File: src/sv/elevation_color_ramp_flood_tint_macros.svh
// ----------------------------------------------------------------------------
// Assertion macros for the elevation color ramp block
// Short forms of the concurrent checks used at the top level. All checks
// are clocked on aclk and are held off while aresetn is low.
// ----------------------------------------------------------------------------
`ifndef ELEVATION_COLOR_RAMP_FLOOD_TINT_MACROS_SVH
`define ELEVATION_COLOR_RAMP_FLOOD_TINT_MACROS_SVH

// A condition that must hold at every clock edge out of reset.
`define ECR_ASSERT_ALWAYS(lbl, cond, msg) \
    lbl: assert property (@(posedge aclk) disable iff (!aresetn) (cond)) \
        else $error(msg);

// A consequence that must hold in the same cycle as its trigger.
`define ECR_ASSERT_IMPLY(lbl, pre, con, msg) \
    lbl: assert property (@(posedge aclk) disable iff (!aresetn) (pre) |-> (con)) \
        else $error(msg);

`endif

File: src/sv/ecr_pkg.sv
// ----------------------------------------------------------------------------
// ecr_pkg
// Types, register codes and reset values shared by the color ramp modules.
// ----------------------------------------------------------------------------
`timescale 1ns / 1ps
`default_nettype none

package ecr_pkg;

    // Field widths.
    localparam int ELEV_W     = 16;
    localparam int PT_ELEV_W  = 18;
    localparam int COLOR_W    = 8;
    localparam int PT_W       = 42;
    localparam int LEVELS_W   = 48;
    localparam int CFG_DATA_W = 48;
    localparam int CFG_IDX_W  = 3;
    localparam int MAX_POINTS = 6;
    localparam int NUM_W      = 26;
    localparam int DIV_STAGES = COLOR_W;

    // Channel order inside a color word.
    localparam int CH_BLUE  = 0;
    localparam int CH_GREEN = 1;
    localparam int CH_RED   = 2;

    // Configuration register indexes.
    typedef enum logic [CFG_IDX_W-1:0] {
        REG_RAMP_0       = 3'd0,
        REG_RAMP_1       = 3'd1,
        REG_RAMP_2       = 3'd2,
        REG_RAMP_3       = 3'd3,
        REG_RAMP_4       = 3'd4,
        REG_RAMP_5       = 3'd5,
        REG_FLOOD_LEVELS = 3'd6,
        REG_FLOOD_TINT   = 3'd7
    } cfg_reg_t;

    // Reset values of the registers.
    localparam logic [PT_W-1:0] RAMP_RESET [MAX_POINTS] = '{
        42'd800658292732, 42'd1904578396161, 42'd3968186450000,
        42'd3450779730220, 42'd2933386117520, 42'd2417326818080
    };
    localparam logic [LEVELS_W-1:0] FLOOD_LEVELS_RESET = 48'd429500006410;
    localparam logic [COLOR_W-1:0]  FLOOD_TINT_RESET   = 8'd90;

    // Elevation used for samples outside the map.
    localparam logic signed [ELEV_W-1:0] OFF_MAP_ELEV = -16'sd10;

    // A tinted channel must stay below this value.
    localparam logic [COLOR_W:0] TINT_LIMIT = 9'd255;

    // One BGR color, blue in the lowest byte.
    typedef logic [2:0][COLOR_W-1:0] rgb_t;

    // Segment chosen for one sample, after the search stage.
    typedef struct packed {
        logic                        clamp;
        logic signed [PT_ELEV_W-1:0] q;
        logic signed [PT_ELEV_W-1:0] lo;
        logic signed [PT_ELEV_W-1:0] hi;
        rgb_t                        ca;
        rgb_t                        cb;
        rgb_t                        flood;
    } seg_t;

    // Interpolation numerators and the common divisor.
    typedef struct packed {
        logic [2:0][NUM_W-1:0] num;
        logic [PT_ELEV_W-1:0]  dvs;
        rgb_t                  flood;
    } num_t;

    // Partial state of the quotient pipeline.
    typedef struct packed {
        logic [2:0][NUM_W-1:0] rem;
        rgb_t                  quot;
        logic [PT_ELEV_W-1:0]  dvs;
        rgb_t                  flood;
    } div_t;

    // Finished result, heat color in the low half.
    typedef struct packed {
        rgb_t flood;
        rgb_t heat;
    } res_t;

    // Signed elevation of a ramp point.
    function automatic logic signed [PT_ELEV_W-1:0] pt_elev(input logic [PT_W-1:0] pt);
        return signed'(pt[PT_ELEV_W-1:0]);
    endfunction

    // Color of a ramp point.
    function automatic rgb_t pt_rgb(input logic [PT_W-1:0] pt);
        return rgb_t'(pt[PT_W-1:PT_ELEV_W]);
    endfunction

endpackage

`default_nettype wire

File: src/sv/ecr_cfg.sv
// ----------------------------------------------------------------------------
// ecr_cfg
// Configuration registers: ramp points, flood levels and flood tint.
// ----------------------------------------------------------------------------
`timescale 1ns / 1ps
`default_nettype none

module ecr_cfg #(
    parameter int RAMP_POINTS = 6
) (
    input  wire logic                                        aclk,
    input  wire logic                                        aresetn,
    input  wire logic                                        cfg_wr_en,
    input  wire logic [ecr_pkg::CFG_IDX_W-1:0]               cfg_index,
    input  wire logic [ecr_pkg::CFG_DATA_W-1:0]              cfg_data,
    output logic      [RAMP_POINTS-1:0][ecr_pkg::PT_W-1:0]   ramp_pts,
    output logic      [ecr_pkg::LEVELS_W-1:0]                flood_levels,
    output logic      [ecr_pkg::COLOR_W-1:0]                 flood_tint
);

    logic [RAMP_POINTS-1:0][ecr_pkg::PT_W-1:0] ramp_reg;
    logic [ecr_pkg::LEVELS_W-1:0]              levels_reg;
    logic [ecr_pkg::COLOR_W-1:0]               tint_reg;

    // Ramp points; indexes of points beyond the ramp length are dropped.
    always_ff @(posedge aclk) begin
        for (int i = 0; i < RAMP_POINTS; i++) begin
            if (!aresetn) begin
                ramp_reg[i] <= ecr_pkg::RAMP_RESET[i];
            end else if (cfg_wr_en && (cfg_index == ecr_pkg::CFG_IDX_W'(ecr_pkg::REG_RAMP_0)
                                                 + ecr_pkg::CFG_IDX_W'(i))) begin
                ramp_reg[i] <= cfg_data[ecr_pkg::PT_W-1:0];
            end
        end
    end

    // Flood levels and tint.
    always_ff @(posedge aclk) begin
        if (!aresetn) begin
            levels_reg <= ecr_pkg::FLOOD_LEVELS_RESET;
            tint_reg   <= ecr_pkg::FLOOD_TINT_RESET;
        end else if (cfg_wr_en) begin
            unique case (ecr_pkg::cfg_reg_t'(cfg_index))
                ecr_pkg::REG_FLOOD_LEVELS: levels_reg <= cfg_data[ecr_pkg::LEVELS_W-1:0];
                ecr_pkg::REG_FLOOD_TINT:   tint_reg   <= cfg_data[ecr_pkg::COLOR_W-1:0];
                default: ;
            endcase
        end
    end

    assign ramp_pts     = ramp_reg;
    assign flood_levels = levels_reg;
    assign flood_tint   = tint_reg;

endmodule

`default_nettype wire

File: config.mk
export PLATFORM = sky130hd
export DESIGN_NAME = ecr_cfg
export DESIGN_NICKNAME = d
export VERILOG_FILES = /design/src/sv/elevation_color_ramp_flood_tint_macros.svh /design/src/sv/ecr_pkg.sv /design/src/sv/ecr_cfg.sv
export SDC_FILE = /design/constraint.sdc
export NUM_CORES = 1
export LEC_CHECK = 0
export BUFFER_PORTS_ARGS = -buffer_cell sky130_fd_sc_hd__buf_2
export CAP_MARGIN = 20
export CELL_PAD_IN_SITES_DETAIL_PLACEMENT = 0
export CELL_PAD_IN_SITES_GLOBAL_PLACEMENT = 1
export CORE_MARGIN = 2
export CORE_UTILIZATION = 23
export DETAILED_ROUTE_END_ITERATION = 12
export GPL_ROUTABILITY_DRIVEN = 1
export PLACE_DENSITY = 0.58
export SYNTH_ARGS = -nofsm -noshare
export SYNTH_HDL_FRONTEND = slang
export SYNTH_SLANG_ARGS = --single-unit
File: constraint.sdc
create_clock -name aclk -period 1.3 [get_ports aclk]
set_clock_uncertainty 0.05 [all_clocks]
set_input_delay 0.065 -clock aclk [delete_from_list [all_inputs] [get_ports aclk]]
set_output_delay 0.065 -clock aclk [all_outputs]
set_load 0.02 [all_outputs]
# After elaboration in Yosys (flattened, before gate mapping)
# Index checks and enable logic that the tools add are counted.
# word_totals
register_bits	308
in_bits	54
# op_classes
n_eq_ne	7
n_reduce_logical	9
# op_table
operator	count
$eq A3 B3 Y1 const B	4
$eq A3 B2 Y1 const B	2
$logic_and A1 B1 Y1	6
$reduce_and A2 Y1	2
$eq A3 B1 Y1 const B	1
$logic_not A3 Y1	1

# Logic depth before layout (Yosys ltp)
# Gate-level depths: netlist of the first run.
# depth
depth_word	2
ltp_mapped	5
depth_no_buf	2

# Least setup slack after synthesis of the first run
# No wires, ideal clock.
# synth_path
path_kind	input to register
startpoint	input port cfg_index[0] (netlist name)
endpoint	register ramp_reg (netlist bit ramp_pts[33])
setup_ps	132
t_arrival_ps	1002
path_stages	4
path_slack_ps	115
t_required_ps	1118
path_buffers	2
cell_sequence	or4b_1 -> buf_6 -> buf_6 -> mux2i_1
# synth_between
elab_chain_len	2
# synth_lines
item	line_no	text
start, declared	ecr_cfg.sv:14	input wire logic [ecr_pkg::CFG_IDX_W-1:0] cfg_index,
$logic_not A3 Y1	ecr_cfg.sv:30	end else if (cfg_wr_en && (cfg_index == ecr_pkg::CFG_IDX_W'(ecr_pkg::REG_RAMP_0)
$logic_and A1 B1 Y1	ecr_cfg.sv:30	
end signal, assigned by index	ecr_cfg.sv:29	ramp_reg[i] <= ecr_pkg::RAMP_RESET[i];
end signal, assigned by index	ecr_cfg.sv:32	ramp_reg[i] <= cfg_data[ecr_pkg::PT_W-1:0];
end, declared	ecr_cfg.sv:21	logic [RAMP_POINTS-1:0][ecr_pkg::PT_W-1:0] ramp_reg;
# Every way passes these cells.
# A chain may end at the register's enable or synchronous reset.

==> impl_metrics.json, run 1 <==
{
  "power_density_mw_per_mm2": 1335,
  "ant_nets": 0,
  "die_x_um": 229.3,
  "whs_ns": -0.009789,
  "portBuffers": 361,
  "finalWorstSetupSlack_ns": 0.05271,
  "tightest_slew_ns": 0.5032,
  "min_period_over_period": 0.9595,
  "status": "finished, violations left",
  "grt_usage": 0.1483,
  "synth_common_cells": "308 x dfxtp_1, 308 x mux2i_1, 234 x nand2_1",
  "drv_cap": 0,
  "worstPathArrival_ns": 1.61,
  "worstPathMaxFanout": 5,
  "tns_ns": 0,
  "fill_cells": 5179,
  "ys_warn_count": 0,
  "insertedDiodeCount": 0,
  "final_util": 0.3318,
  "setup_viol": 0,
  "vias_per_cell": 4.108,
  "clkSinkCount": 308,
  "crit_path_end_kind": "flop",
  "ys_seq_elements": 308,
  "synth_edf_count": 0,
  "critPathTopFamily": "buffers and inverters",
  "crit_top_cell": "dlygate4sd3_1",
  "cts_tree": "yes",
  "ir_worst_vdd_mv": 0.7227,
  "rsz0062_at_grt": "false",
  "timing.critical_path.buf_inv": 4,
  "power_frac_comb": 0.085,
  "overflow": 0,
  "synth_area_leaders": "dfxtp_1 53%, mux2i_1 26%, nor2b_1 8.7%",
  "internal_power_uw": 16940,
  "route.detailed.drc": 0,
  "numCtsBuffers": 37,
  "yosysTopAreaCell": "dfxtp_1",
  "synth_top_area_share": 0.5284,
  "slew_viol_final": 0,
  "grt_max_degree": 35,
  "final.min_clock_period_ns": 1.247,
  "cp_slowest_stage_delay_ns": 0.55,
  "worstPathRequired_ns": 1.67,
  "fp.coreArea_mm2": 0.05017,
  "io_pins": 362,
  "gp_congestion": 0.7654,
  "initial_utilization": 0.2326,
  "power.switching_uw": 5277,
  "root_buffer": "clkbuf_16",
  "dp_hpwl_um": 28110,
  "wire_per_inst_um": 17.62,
  "synth_nets": 1162,
  "syn_avg_cell_area_um2": 10.53,
  "die_height_um": 229.3,
  "insertion_delay_ns": 0.53,
  "grt_pass1_vias": 9372,
  "clockBufferDepth": 3,
  "grt_pass1_wl_um": 59420,
  "maxSlewHeadroom": 0.6634,
  "violations": "negative hold slack",
  "p_leak_uw": 0.008158,
  "first_pass_iters": 4,
  "place_ws_ns": -0.1159,
  "drive_gt1_frac": 0.3134,
  "cts-htree-levels": 2,
  "wl_um": 39790,
  "drtIter0Drc": 316,
  "fmax_ghz": 0.8017,
  "power.share.clock": 0.476,
  "synth_ff_type": "dfxtp_1",
  "nets": 1614,
  "clk_pin_slew_ns": 0.06,
  "synthCells": 1108,
  "worstPathCellList": "dlygate4sd3_1 -> buf_2 -> nor2b_1 -> buf_4 -> mux2i_1 -> dlygate4sd3_1",
  "worstSetupPathType": "in -> reg",
  "yosysSeqAreaShare": 0.5284,
  "seqPwrFrac": 0.440,
  "syn_area_mm2": 0.01167,
  "ys_async_sr_fraction": 0,
  "crit_slowest_cell": "dlygate4sd3_1",
  "hp-class": "in -> reg",
  "hold_viol_final": 2,
  "dr_total_vias": 9276,
  "synthDistinctLibCells": 16,
  "rows": 82,
  "antenna_found_initial": 4,
  "p_sw_frac": 0.2375,
  "dieArea_mm2": 0.05256,
  "startpoint_type": "primary input",
  "area_growth_pct": 42.64
}
area by class of cell:
cell class	count	area, um^2	area share
Clock buffer	53	1066	0.06404
Multi-Input combinational cell	716	5157	0.3098
Sequential cell	308	6166	0.3704
Timing Repair Buffer	497	3248	0.1951
Clock inverter	12	167.7	0.01007
Tap cell	672	840.8	0.05051
sequential cells by signal, summed over array words and instances, names as in the netlist:
name and flops:
flood_levels 48, ramp_pts 252, flood_tint 8
what timing repair did:
action | 4_1_cts | 5_1_grt
hold buffers | 67 | 0
setup buffers | 0 | 2
endpoints found under the setup margin | 0 | 17
resized for setup | 0 | 2
hold endpoints to repair | 295 | 0
stage by stage:
step                      total power [uW]  instance area, um^2  cells
final                                22220                16650   2258
after detailed placement             11730                14750   2127
after global routing                 23130                16650   2258
after CTS                            22620                16650   2259
after global placement               11720                14750   2127
after floorplan                      10940                11670   1108
layout by cell type, fill, tap and decap left out:
| cell | instances |
|---|---|
| clkbuf_1 | 8 |
| nand4bb_1 | 1 |
| dlygate4sd3_1 | 64 |
| nand4bb_4 | 2 |
| dfxtp_1 | 308 |
| nor4b_2 | 1 |
| inv_6 | 2 |
| nand4b_1 | 3 |
| buf_12 | 20 |
| clkbuf_16 | 37 |
| clkinv_2 | 6 |
| and4b_1 | 1 |
| buf_2 | 360 |
| nand4_1 | 1 |
| nor4bb_4 | 1 |
| nand2_1 | 234 |
| bufinv_16 | 4 |
| buf_8 | 1 |
| clkbuf_8 | 8 |
| buf_4 | 52 |
| nor2b_1 | 162 |
| mux2i_2 | 2 |
| mux2i_1 | 306 |
| or4b_1 | 1 |
| and4bb_4 | 1 |
per-layer routing:
layer,wire length (um),track usage,up-vias
li1,-,-,4543
met1,17910,0.1901,4420
met2,18400,0.2406,248
met3,2522,0.04532,61
met4,927,0.04058,4
met5,27,0,-
cells by family (layout without fill, tap and decap cells):
| group | Yosys count | in the layout | synth area share |
|---|---|---|---|
| buffers and inverters | 84 | 562 | 0.03527 |
| and+or+nand+nor | 408 | 408 | 0.1722 |
| muxes | 308 | 308 | 0.2642 |
| DFF | 308 | 308 | 0.5284 |
final timing paths:
| check | to | slack, ns | start | cells past startpoint |
|---|---|---|---|---|
| hold / removal | ramp_pts[200] | -0.01 | aresetn | 4 |
| setup reg to reg | ramp_pts[115] | 0.07 | ramp_pts[115] | 3 |
| hold reg to reg | ramp_pts[170] | 0.40 | ramp_pts[170] | 2 |
| setup / recovery | ramp_pts[109] | 0.05 | cfg_data[25] | 6 |
power by group through the flow:
| stage | clock network, uW | registers, uW | logic (uW) |
|---|---|---|---|
| floorplan | 0 | 10200 | 721 |
| global placement | 0 | 9970 | 1760 |
| detailed placement | 0 | 9970 | 1760 |
| CTS | 10900 | 9770 | 1930 |
| global route | 11300 | 9790 | 2030 |
| finish | 10600 | 9770 | 1880 |
tightest hold or removal path, cell delays in order:
cell,delay [ns]
buf_8,0.14
buf_12,0.18
nand2_1,0.08
mux2i_1,0.06
No activity file was read; power rests on OpenSTA's default activity.
==> inputs of run 2 (changes only) <==
--- a/config.mk
+++ b/config.mk
@@ -9,7 +9,6 @@
 export CAP_MARGIN = 20
 export CELL_PAD_IN_SITES_DETAIL_PLACEMENT = 0
 export CELL_PAD_IN_SITES_GLOBAL_PLACEMENT = 1
-export CORE_MARGIN = 2
 export CORE_UTILIZATION = 23
 export DETAILED_ROUTE_END_ITERATION = 12
 export GPL_ROUTABILITY_DRIVEN = 1
==> run 2 against run 1 <==
The run now ends clean. Count of clock-buffer cells in the layout increased by 1. Register-to-register slack improved by 0.04 ns. First-iteration DRC count increased by 17%. Setup slack worse by 0.012 ns. Sequential share of layout area is 0.075 points higher. Maximum frequency decreased by 0.94%. Global-route usage shrank 0.12 points. Non-clock buffer count decreased by 9. Die area decreased by 1.7%. Hold slack improved by 0.051 ns. Critical path type unchanged. Largest power group unchanged. Highest routed layer is now met4.
==> impl_metrics.json, run 2 (synthesis results as in run 1) <==
{
  "route.detailed.drc": 0,
  "final_util": 0.3318,
  "overflow": 0,
  "slew_viol_final": 0,
  "cp_slowest_stage_delay_ns": 0.55,
  "fp.coreArea_mm2": 0.05007,
  "drive_gt1_frac": 0.3110,
  "fin_area_mm2": 0.01661,
  "fill_cells": 5230,
  "tns_ns": 0,
  "maxSlewHeadroom": 0.7213,
  "power.switching_uw": 5374,
  "clkSinkCount": 308,
  "final.min_clock_period_ns": 1.259,
  "p_leak_uw": 0.008148,
  "seq_area_mm2": 0.006166,
  "dr_total_vias": 9205,
  "wl_um": 38930,
  "seqPwrFrac": 0.439,
  "tightest_slew_ns": 0.4172,
  "first_pass_iters": 4,
  "drv_cap": 0,
  "rows": 82,
  "vias_per_cell": 4.089,
  "die_x_um": 227.3,
  "dpl_cell_area_mm2": 0.01478,
  "worstPathCellList": "buf_2 -> buf_12 -> and4bb_4 -> buf_12 -> mux2i_1 -> dlygate4sd3_1",
  "r2r_slack_ns": 0.11,
  "crit_path_end_kind": "flop",
  "fmax_ghz": 0.7942,
  "multiInputGateArea_mm2": 0.005150,
  "insertedDiodeCount": 0,
  "cts_setup_buffers": 0,
  "startpoint_type": "primary input",
  "io_pins": 362,
  "layout_common_cells": "360 x buf_2, 308 x mux2i_1, 308 x dfxtp_1",
  "drtIter0Drc": 371,
  "hold_viol_final": 0,
  "setup_viol": 0,
  "cts_tree": "yes",
  "ir_worst_vdd_mv": 0.7482,
  "insertion_delay_ns": 0.53,
  "critPathTopFamily": "buffers and inverters",
  "worstPathRequired_ns": 1.72,
  "timing.critical_path.buf_inv": 4,
  "antenna_found_initial": 0,
  "grt_usage": 0.1470,
  "crit_slowest_cell": "dlygate4sd3_1",
  "gp_congestion": 0.7413,
  "internal_power_uw": 16850,
  "dp_hpwl_um": 27450,
  "cts.repair.resized": 0,
  "worstPathMaxFanout": 20,
  "p_sw_frac": 0.2418,
  "status": "completed",
  "die_height_um": 227.3,
  "initial_utilization": 0.2331,
  "worstSetupPathType": "in -> reg",
  "grt_pass1_vias": 9268,
  "min_period_over_period": 0.9686,
  "wire_per_inst_um": 17.29,
  "clk_pin_slew_ns": 0.06,
  "rsz0062_at_grt": "false",
  "nets": 1605,
  "power_uw": 22230,
  "portBuffers": 361,
  "grt_max_degree": 43,
  "clockBufferDepth": 3,
  "power.share.clock": 0.476,
  "cts-htree-levels": 2,
  "hp-class": "in -> reg",
  "mostFrequentLayoutCell": "buf_2",
  "whs_ns": 0.04162,
  "worstPathArrival_ns": 1.68,
  "power_frac_comb": 0.085,
  "root_buffer": "clkbuf_16",
  "power_density_mw_per_mm2": 1338,
  "numCtsBuffers": 37,
  "area_growth_pct": 42.35,
  "crit_top_cell": "buf_12",
  "dieArea_mm2": 0.05164,
  "largest_register_ff_count": 252,
  "grt_pass1_wl_um": 57380,
  "ant_nets": 0
}
run 2: cell count changes in the layout (fill, tap and decap cells not counted):
cell,delta
buf_4,-8
dlygate4sd3_1,-5
buf_12,+4
clkbuf_8,-3
clkinv_4,+3
clkbuf_1,+2
clkbuf_16,+2
mux2i_1,+2
mux2i_2,-2
bufinv_16,-1
inv_6,-1
run 2: worst paths after layout:
| check | startpoint | depth (start not counted) | to |
|---|---|---|---|
| setup / recovery | cfg_index[2] | 6 | ramp_pts[67] |
| hold / removal | aresetn | 4 | flood_levels[13] |
| setup reg to reg | ramp_pts[67] | 3 | ramp_pts[67] |
| hold reg to reg | flood_levels[26] | 2 | flood_levels[26] |
run 2: worst register-to-register path, stage by stage, from the launching register on:
cell	delay [ns]
dfxtp_1	0.35
nand2_1	0.06
mux2i_1	0.11
dlygate4sd3_1	0.55
run 2: metal layers:
| layer | share of wire | GRT usage | wire length [um] | vias to the layer above |
|---|---|---|---|---|
| met3 | 0.069 | 0.04491 | 2679 | 51 |
| met5 | 0 | 0 | 0 | - |
| met4 | 0.019 | 0.04200 | 757 | 0 |
| met1 | 0.45 | 0.1886 | 17460 | 4385 |
| li1 | - | - | - | 4534 |
| met2 | 0.46 | 0.2365 | 18030 | 235 |
run 2: power groups by stage:
| stage | Combinational [uW] | Sequential (uW) | Clock (uW) |
|---|---|---|---|
| after floorplan | 721 | 10200 | 0 |
| after global placement | 1770 | 9960 | 0 |
| after detailed placement | 1780 | 9970 | 0 |
| after CTS | 1930 | 9760 | 10900 |
| after global routing | 2050 | 9780 | 11300 |
| final | 1900 | 9760 | 10600 |
run 2: through the flow:
step,setup WS [ns],cells
global route,0.01742,2251
CTS,0.01334,2251
floorplan,0.1153,1108
detailed placement,-0.1245,2125
finish,0.04086,2251
global placement,-0.07558,2125
run 2: cell type report:
cell class	instances	share of cell area
Clock buffer	54	0.06515
Clock inverter	13	0.009339
Multi-Input combinational cell	716	0.3100
Sequential cell	308	0.3712
Tap cell	672	0.05061
Timing Repair Buffer	488	0.1937
run 2: what timing repair did:
item                                    in CTS  in global routing
endpoints found under the setup margin       0                  0
hold endpoints to repair                   298                  0
hold buffers                                59                  0
==> inputs of run 3 (changes only) <==
--- a/config.mk
+++ b/config.mk
@@ -12,6 +12,7 @@
 export CORE_UTILIZATION = 23
 export DETAILED_ROUTE_END_ITERATION = 12
 export GPL_ROUTABILITY_DRIVEN = 1
+export HOLD_SLACK_MARGIN = 0.08
 export PLACE_DENSITY = 0.58
 export SYNTH_ARGS = -nofsm -noshare
 export SYNTH_HDL_FRONTEND = slang
==> run 3 against run 2 <==
Setup slack got worse by 0.031 ns. Cell count increased by 0.53%. Count of clock-buffer cells in the layout unchanged. Hold slack improved by 0.037 ns. Cell area increased by 0.87%. Largest power group unchanged. Combinational power increased by 2%. Largest cell class unchanged. Via count increased by 0.27%.
==> impl_metrics.json, run 3 (synthesis results as in run 1) <==
{
  "status": "completed",
  "min_period_over_period": 0.9925,
  "tns_ns": 0,
  "maxSlewHeadroom": 0.6739,
  "clk_pin_slew_ns": 0.06,
  "rr_worst_depth": 3,
  "setup_viol": 0,
  "power_density_mw_per_mm2": 1330,
  "multiInputGateArea_mm2": 0.005162,
  "place_ws_ns": -0.1245,
  "fin_cells": 2263,
  "drive_gt1_frac": 0.3099,
  "cts_tree": "yes",
  "ir_worst_vdd_mv": 0.7454,
  "placed_cells": 2125,
  "cts_setup_buffers": 0,
  "cts-htree-levels": 2,
  "route.detailed.drc": 0,
  "dieArea_mm2": 0.05164,
  "gp_congestion": 0.7413,
  "die_height_um": 227.3,
  "fp.coreArea_mm2": 0.05007,
  "worstSetupPathType": "in -> reg",
  "crit_start": "cfg_wr_en",
  "grt_max_degree": 43,
  "dr_total_vias": 9230,
  "drtIter0Drc": 390,
  "die_x_um": 227.3,
  "portBuffers": 361,
  "r2r_start": "ramp_pts[230]",
  "worstPathArrival_ns": 1.65,
  "final.min_clock_period_ns": 1.290,
  "hp-class": "in -> reg",
  "overflow": 0,
  "rsz0062_at_grt": "false",
  "mostFrequentLayoutCell": "buf_2",
  "worstPathRequired_ns": 1.66,
  "first_pass_iters": 4,
  "r2r_slack_ns": 0.11,
  "rows": 82,
  "slew_viol_final": 0,
  "fill_cells": 5223,
  "ant_nets": 0,
  "area_growth_pct": 43.59,
  "largest_register_ff_count": 252,
  "p_leak_uw": 0.008195,
  "grt_pass1_vias": 9360,
  "crit_path_end_kind": "flop",
  "seq_area_mm2": 0.006166,
  "clockBufferDepth": 3,
  "clkSinkCount": 308,
  "io_pins": 362,
  "hold_viol_final": 0,
  "nets": 1617,
  "numCtsBuffers": 37,
  "fmax_ghz": 0.7751,
  "initial_utilization": 0.2331,
  "worstPathMaxFanout": 17,
  "wire_per_inst_um": 17.45,
  "root_buffer": "clkbuf_16",
  "vias_per_cell": 4.079,
  "grt_usage": 0.1489,
  "drv_cap": 0,
  "dp_hpwl_um": 27450,
  "finalWorstSetupSlack_ns": 0.009777,
  "grt_pass1_wl_um": 58040,
  "insertion_delay_ns": 0.53,
  "rr_endpoint": "ramp_pts[230]",
  "tightest_slew_ns": 0.4875,
  "insertedDiodeCount": 0,
  "startpoint_type": "primary input",
  "wl_um": 39490,
  "crit_end": "ramp_pts[32]",
  "antenna_found_initial": 0,
  "layout_common_cells": "359 x buf_2, 308 x mux2i_1, 308 x dfxtp_1"
}
==> run 3: final cells by class <==
cell class                 count  area share
clock buffer                  54     0.06459
sequential                   308      0.3680
clock inverter                13    0.009259
tap                          672     0.05018
multi-input combinational    716      0.3081
timing repair buffer         500      0.2000
==> run 3: critical path: stages <==
cell and delay, ns:
dlygate4sd3_1 0.56, clkbuf_4 0.21, or4b_4 0.48, buf_12 0.18, mux2i_1 0.13
==> run 3: worst min path at each step <==
stage / endpoint / slack, ns / depth (start not counted) / start
3_5_place_dp: flood_levels[44] / 0.27 / 3 / cfg_data[44]
4_1_cts: ramp_pts[121] / 0.08 / 5 / cfg_index[0]
6_report: ramp_pts[16] / 0.08 / 4 / aresetn
3_3_place_gp: flood_levels[43] / 0.26 / 3 / cfg_data[43]
2_1_floorplan: flood_levels[30] / 0.16 / 2 / cfg_data[30]
5_1_grt: ramp_pts[13] / 0.08 / 4 / aresetn
==> run 3: power breakdown <==
part / switching (uW) / internal [uW]
combinational: 1110 / 837
sequential: 109 / 9650
clock: 4180 / 6400
total: 5400 / 16900
==> run 3: repair_timing <==
action | in CTS | in global routing
endpoints found under the hold margin | 308 | 0
setup endpoints to repair | 0 | 50
hold buffers | 72 | 0
resized for setup | 0 | 3
==> run 3: metal layers <==
layer,vias up,global-route usage,share of wire
li1,4560,-,-
met4,0,0.04070,0.019
met5,-,0,0
met2,234,0.2394,0.46
met1,4385,0.1922,0.45
met3,51,0.04491,0.067
==> run 3: stage by stage <==
step                      hold slack (ns)  area, um^2  utilization  total power [uW]
after CTS                         0.08004       16750       0.3346             22650
after global placement             0.2626       14780       0.2953             11730
after detailed placement           0.2723       14780       0.2953             11740
after floorplan                    0.1572       11670            -             10940
final                             0.07816       16760       0.3347             22280
after global routing              0.08277       16760       0.3347             23190
